--- config.mk ---
export PLATFORM = sky130hd
export DESIGN_NAME = spt_ctrl
export DESIGN_NICKNAME = d
export VERILOG_FILES = /design/src/design/spt_pkg.sv /design/src/design/spt_ctrl.sv
export SDC_FILE = /design/constraint.sdc
export NUM_CORES = 1
export LEC_CHECK = 0
export ABC_AREA = 1
export BUFFER_PORTS_ARGS = -buffer_cell sky130_fd_sc_hd__buf_2
export CORE_AREA = 2 2 39 41
export DETAILED_ROUTE_END_ITERATION = 8
export DIE_AREA = 0 0 41 43
export PLACE_DENSITY = 0.67
export SLEW_MARGIN = 20
export SYNTH_ARGS = -nofsm -noshare
export SYNTH_HDL_FRONTEND = slang
export SYNTH_SLANG_ARGS = --single-unit
--- constraint.sdc ---
create_clock -name aclk -period 1.2 [get_ports aclk]
set_input_delay 0.24 -clock aclk [delete_from_list [all_inputs] [get_ports aclk]]
set_output_delay 0.24 -clock aclk [all_outputs]
set_load 0.02 [all_outputs]
--- src/design/spt_pkg.sv ---
`default_nettype none
// ----------------------------------------------------------------------------
// spt_pkg
// Shared types and constants of the sensor presence table.
// ----------------------------------------------------------------------------
package spt_pkg;

    localparam int TABLE_DEPTH = 64;
    localparam int IDX_W       = (TABLE_DEPTH > 1) ? $clog2(TABLE_DEPTH) : 1;
    localparam int CNT_W       = $clog2(TABLE_DEPTH + 1);

    localparam int OP_W     = 2;
    localparam int SERIAL_W = 32;
    localparam int MODEL_W  = 2;
    localparam int TIME_W   = 32;
    localparam int BATT_W   = 7;
    localparam int SIG_W    = 8;
    localparam int STATUS_W = 3;
    localparam int SLOT_W   = 6;
    localparam int ONLINE_W = 7;
    localparam int WINDOW_W = 16;
    localparam int S_TDATA_W = 88;
    localparam int M_TDATA_W = 16;
    localparam int APB_ADDR_W = 3;
    localparam int APB_DATA_W = 32;

    localparam logic [OP_W-1:0] OP_TOUCH   = 2'd0;
    localparam logic [OP_W-1:0] OP_BATTERY = 2'd1;
    localparam logic [OP_W-1:0] OP_SIGNAL  = 2'd2;
    localparam logic [OP_W-1:0] OP_COUNT   = 2'd3;

    localparam logic [STATUS_W-1:0] ST_UPDATED = 3'd0;
    localparam logic [STATUS_W-1:0] ST_ADDED   = 3'd1;
    localparam logic [STATUS_W-1:0] ST_FULL    = 3'd2;
    localparam logic [STATUS_W-1:0] ST_IGNORED = 3'd3;
    localparam logic [STATUS_W-1:0] ST_COUNT   = 3'd4;

    localparam logic [MODEL_W-1:0] MODEL_UNKNOWN = 2'd0;
    localparam logic [MODEL_W-1:0] MODEL_FIRST   = 2'd1;

    localparam logic [BATT_W-1:0]   BATTERY_MAX  = 7'd100;
    localparam logic [WINDOW_W-1:0] WINDOW_RESET = 16'd60;

    // register index, taken from paddr[2]
    localparam logic REG_ONLINE_WINDOW = 1'b0;

    typedef struct packed {
        logic [SERIAL_W-1:0] serial;
        logic [MODEL_W-1:0]  model;
        logic                seen;
        logic [TIME_W-1:0]   seen_time;
        logic                batt_flag;
        logic [BATT_W-1:0]   batt_level;
        logic                sig_flag;
        logic [SIG_W-1:0]    sig_level;
    } row_t;

    localparam int ROW_W = $bits(row_t);

    typedef struct packed {
        logic [6:0]          pad;
        logic [SIG_W-1:0]    signal_dbm;
        logic [BATT_W-1:0]   battery_percent;
        logic [TIME_W-1:0]   now;
        logic [MODEL_W-1:0]  hint;
        logic [SERIAL_W-1:0] serial;
    } s_data_t;

    typedef struct packed {
        logic                pad;
        logic [ONLINE_W-1:0] online_count;
        logic [MODEL_W-1:0]  entry_model;
        logic [SLOT_W-1:0]   slot;
    } m_data_t;

    typedef struct packed {
        logic                load;
        logic                scan;
        logic                commit_hit;
        logic                commit_new;
        logic                res_load;
        logic [STATUS_W-1:0] res_status;
    } cmd_t;

    typedef struct packed {
        logic is_count;
        logic serial_zero;
        logic found;
        logic scan_done;
        logic full;
        logic out_free;
    } stat_t;

endpackage
`default_nettype wire

--- src/design/spt_ctrl.sv ---
`default_nettype none
// ----------------------------------------------------------------------------
// spt_ctrl
// Sequencer: accept, table scan, row commit, result hand-off.
// ----------------------------------------------------------------------------
module spt_ctrl (
    input  wire logic           aclk,
    input  wire logic           aresetn,
    input  wire logic           s_tvalid,
    output logic                s_tready,
    input  wire spt_pkg::stat_t stat,
    output spt_pkg::cmd_t       cmd
);
    import spt_pkg::*;

    typedef enum logic [4:0] {
        S_IDLE   = 5'b00001,
        S_SCAN   = 5'b00010,
        S_HIT    = 5'b00100,
        S_APPEND = 5'b01000,
        S_RESULT = 5'b10000
    } state_t;

    state_t              state_reg, state_next;
    logic [STATUS_W-1:0] kind_reg, kind_next;

    always_comb begin
        state_next = state_reg;
        kind_next  = kind_reg;
        cmd        = '0;
        cmd.res_status = kind_reg;
        s_tready   = 1'b0;
        case (state_reg)
            S_IDLE: begin
                s_tready = 1'b1;
                if (s_tvalid) begin
                    cmd.load   = 1'b1;
                    state_next = S_SCAN;
                end
            end
            S_SCAN: begin
                cmd.scan = 1'b1;
                if (stat.found) begin
                    state_next = S_HIT;
                end else if (stat.scan_done) begin
                    if (stat.is_count) begin
                        kind_next  = ST_COUNT;
                        state_next = S_RESULT;
                    end else if (stat.serial_zero) begin
                        kind_next  = ST_IGNORED;
                        state_next = S_RESULT;
                    end else if (stat.full) begin
                        kind_next  = ST_FULL;
                        state_next = S_RESULT;
                    end else begin
                        state_next = S_APPEND;
                    end
                end
            end
            S_HIT: begin
                cmd.commit_hit = 1'b1;
                kind_next      = ST_UPDATED;
                state_next     = S_RESULT;
            end
            S_APPEND: begin
                cmd.commit_new = 1'b1;
                kind_next      = ST_ADDED;
                state_next     = S_RESULT;
            end
            S_RESULT: begin
                if (stat.out_free) begin
                    cmd.res_load = 1'b1;
                    state_next   = S_IDLE;
                end
            end
            default: begin
                state_next = S_IDLE;
            end
        endcase
    end

    always_ff @(posedge aclk) begin
        if (!aresetn) begin
            state_reg <= S_IDLE;
            kind_reg  <= ST_UPDATED;
        end else begin
            state_reg <= state_next;
            kind_reg  <= kind_next;
        end
    end

endmodule
`default_nettype wire
### Word-level counts from Yosys, hierarchy flattened

Index checks and enable logic that the tools add are counted.

* register bits after elaboration: 8
* bits of input ports: 9
* output and inout bits: 9
* logic and storage cells: 39

* eq/ne operators: 11
* mux-type cells: 22
* reductions and logical operators: 4

Operator list (number)
* 2-to-1 mux 5 bit: 7
* case mux 5 bit (4 select lines): 1
* 2-to-1 mux 3 bit: 5
* case mux 3 bit (3 select lines): 1
* 2-to-1 mux 1 bit: 8
* != test 2 bit (second input constant): 4
* equality test 5 x 1 -> 1 bit (second input constant): 1
* equality test 5 x 2 -> 1 bit (second input constant): 1
* equality test 5 x 3 -> 1 bit (second input constant): 1
* equality test 5 x 4 -> 1 bit (second input constant): 1
* equality test 5 bit (second input constant): 1
* != test 4 bit (second input constant): 1
* AND reduction 4 bit: 1
* != test 3 bit (second input constant): 1
* AND reduction 3 bit: 1
* nonzero test 3 bit: 1
* OR reduction 2 bit: 1

### Depth between registers and ports, before layout

* word-level depth: 6
* gate-level depth with buffers: 8
* mapped depth without buffers: 8

### Worst setup path before layout

Ideal clock, no wire load.

* path type: reg-to-output
* start: reg state_reg[3]
* end: out cmd[7] in the netlist's numbering
* arrival time: 1.203 ns
* required time: 0.960 ns
* path slack: -0.243 ns
* cell stages (with the launch flop): 6
* buffers on the path: 0
* cell sequence: dfxtp_1 nor2_4 nand2_4 nor3_2 nand2_1 inv_1

RTL lines
* start: declaration: RTL line spt_ctrl.sv:24 `state_t state_reg, state_next;`
* start signal: assignment: RTL line spt_ctrl.sv:87 `state_reg <= state_next;`
* end: declaration: RTL line spt_ctrl.sv:12 `output spt_pkg::cmd_t cmd`

### Final worst setup path

* start: reg state_reg[3]
* end: out s_tready

* cells in the longest elaborated chain, start to end: 2

RTL lines
* equality test 5 x 1 -> 1 bit: RTL line spt_ctrl.sv:33 `case (state_reg)`
* 2-to-1 mux 1 bit: RTL line spt_ctrl.sv:33
* end: declaration: RTL line spt_ctrl.sv:10 `output logic s_tready,`

Every way passes these cells.

==> summary.md <==
| Metric | Value |
|---|---|
| Largest net degree at the start of global routing | 6 |
| Number of synthesized register bits | 8 |
| Peak supply drop | 715 uV |
| Syn. warnings | 0 |
| Core Region | 1380 um2 |
| H-tree depth | 1 |
| Critical Path RT | 0.96 ns |
| Fin worst setup slack | -0.262 ns |
| Combinational share of power | 0.368 |
| Final ANT Viol Nets | 0 |
| Seq/Total Area, Yosys | 0.301 |
| Crit. End Element | output pin |
| Layout cells sized above 1 | 0.650 |
| Starting DRC count in detailed routing | 17 |
| Final Power | 0.000781 W |
| Sequential power share | 0.367 |
| Initial Util | 0.384 |
| Pre-Repair DR Iteration Count | 4 |
| Post-synth top area cell | dfxtp_1 |
| RSZ-0062 raised after global routing | yes |
| Reg clk slew, reported paths | 0.05 ns |
| Die Area | 1760 um2 |
| Crit path DAT | 1.22 ns |
| Failing checks | setup timing |
| Min-delay worst type | primary input to register |
| Clk sinks | 8 |
| Syn_nets | 87 |
| CTS max path bufs | 2 |
| CP Launch Type | register |
| Period utilisation layout | 1.22 |
| First-pass GRT wire length | 2280 um |
| DP HPWL | 960 um |
| Pwr dens | 796 nW/um2 |
| Initial antenna violation count | 0 |
| Max Clk Rate | 684 MHz |
| Num CTS Buffers | 3 |
| Hold_buf cts | 0 |
| DRC Markers | 0 |
| Cell Area, Synth | 532 um2 |
| Layout area overhead | 84.5% |
| Status | finished with violations |
| # rows | 14 |
| Largest register FFs | 5 |
| Switching Power | 0.000245 W |
| Die X | 41 um |
| Syn avg cell area | 6.82 um2 |
| Post-synthesis cell count | 78 |
| Top cells by area, synth | dfxtp_1 (30%), inv_1 (9.9%), nand2_1 (9.2%), nor2_1 (8.5%), nand3_1 (6.6%) |
| Sw frac | 0.314 |
| Final Hold Viols | 0 |
| WHS Path Cells | 3 |
| Total Routed Length | 1640 um |
| Clk Latency, worst-skew pair | 0.26 ns |
| Internal | 0.000536 W |
| TritonCTS clock tree | done |
| Slew Limit Fails | 0 |
| DR vias/cell | 4.74 |
| Clock Skew | 0.00380 ns |
| Max Cap Viol | 0 |
| Nets | 131 |
| Max-slew headroom | 0.825 |
| Die H | 43 um |
| Vias in the first global route | 567 |
| Clock power share | 0.264 |
| Crit path max fanout | 3 |
| Via count | 644 |
| GRT overflow | 0 |
| I/O Pins | 18 |
| Static leakage | 0.513 nW |
| Post-DR wirelength/cell | 12.1 um |
| Total track usage | 0.195 |
| Worst Max-Slew Pin Slew | 0.261 ns |
| Antenna diodes | 0 |
| Place WS | -0.0536 ns |
| Period minus WS final | 1.46 ns |
| Root Driver | clkbuf_4 |
| Critical path class | register to output pin |
| # port buffers | 17 |
| Top-area cell type share of the netlist area | 0.301 |
| Cell variety after synth | 18 |
| Global placement routability congestion | 0.803 |
| Setup Viol. Count Final | 13 |
| FF-to-FF path depth | 8 |
## per-stage QoR
step / setup TNS, ns / cell area (um2) / hold WS (ns) / utilization / std cells
floorplan: -0.136 / 538 / 0.338 / - / 78
global placement: -0.0492 / 711 / 0.469 / 0.514 / 120
detailed placement: -0.0655 / 711 / 0.471 / 0.514 / 120
CTS: -1.86 / 885 / 0.213 / 0.639 / 133
global route: -2.53 / 981 / 0.217 / 0.709 / 136
finish: -1.81 / 981 / 0.208 / 0.709 / 136
## power by group through the flow
| stage | sequential [W] | clock (W) | combinational [W] |
|---|---|---|---|
| after detailed placement | 0.000291 | 0 | 0.000176 |
| after global routing | 0.000287 | 0.000224 | 0.000311 |
| final | 0.000287 | 0.000206 | 0.000287 |
| after global placement | 0.000291 | 0 | 0.000174 |
| after CTS | 0.000287 | 0.000207 | 0.000243 |
| after floorplan | 0.000293 | 0 | 0.000106 |
## logic make-up (layout without fill, tap and decap cells)
group / count (synthesis) / count (layout) / synth area share
AND/OR/NAND/NOR: 47 / 47 / 0.511
AO/OA/AOI/OAI: 6 / 6 / 0.0635
flip-flops: 8 / 8 / 0.301
buffers and inverters: 17 / 59 / 0.125
## routing by layer
| metal | GRT usage | part of all wire | wire length, um |
|---|---|---|---|
| met3 | 0.0314 | 0.031 | 50 |
| met1 | 0.248 | 0.40 | 649 |
| met4 | 0.120 | 0.022 | 36 |
| met5 | 0 | 0 | 0 |
| met2 | 0.291 | 0.55 | 902 |
## worst max-delay path, cell delays in order, from the launching register on
cell	delay, ns
dfxtp_2	0.33
nor2_4	0.15
nand2_4	0.09
nor3_4	0.14
buf_4	0.15
buf_6	0.10
## synthesized netlist by cell type
cell	n
nand4_1	4
nor2_8	1
nor3_2	3
nand3_2	1
dfxtp_1	8
nand2_4	1
o21ai_2	1
nor2_1	12
nand2_1	13
a21oi_1	5
nor2_4	1
nor3_1	1
inv_4	1
inv_1	14
nand3_4	1
inv_2	2
nand3_1	7
nand2_2	2
## final timing paths
| path | endpoint | startpoint | slack (ns) |
|---|---|---|---|
| worst max-delay path | s_tready | state_reg[3] | -0.26 |
| worst min-delay path | state_reg[4] | aresetn | 0.21 |
| worst max register to register | kind_reg[0] | state_reg[3] | -0.13 |
| worst min register to register | kind_reg[1] | kind_reg[1] | 0.48 |
## area by class of cell
| type | instances | area (um2) |
|---|---|---|
| clock buffer | 3 | 22.5 |
| fill | 97 | 403 |
| inverter | 17 | 66.3 |
| multi-input combinational | 53 | 392 |
| sequential | 8 | 169 |
| tap | 16 | 20.0 |
| timing repair buffer | 39 | 312 |
## layout by cell type (no fill, tap or decap)
cell type / netlist / routed
buf_4: 0 / 18
a21oi_1: 5 / 1
buf_2: 0 / 11
nor3_1: 1 / 1
dfxtp_2: 0 / 4
nand2_2: 2 / 4
nand2_1: 13 / 10
a21oi_2: 0 / 4
nor2_1: 12 / 9
nand2_4: 1 / 2
nand3_1: 7 / 2
nand4_1: 4 / 4
clkbuf_4: 0 / 3
nand3_4: 1 / 2
inv_2: 2 / 4
o21ai_4: 0 / 1
inv_4: 1 / 1
nor3_4: 0 / 1
dfxtp_1: 8 / 3
inv_1: 14 / 12
nand3_2: 1 / 5
buf_6: 0 / 9
buf_12: 0 / 1
nor2_4: 1 / 2
nor2_8: 1 / 1
dfxtp_4: 0 / 1
nor3_2: 3 / 2
nor2_2: 0 / 2
## repair_timing
action | CTS | global route
pin swaps | 8 | 7
setup endpoints to repair | 8 | 13
gates resized for setup | 23 | 19
setup buffers | 10 | 4
No activity file was read; power rests on OpenSTA's default activity.
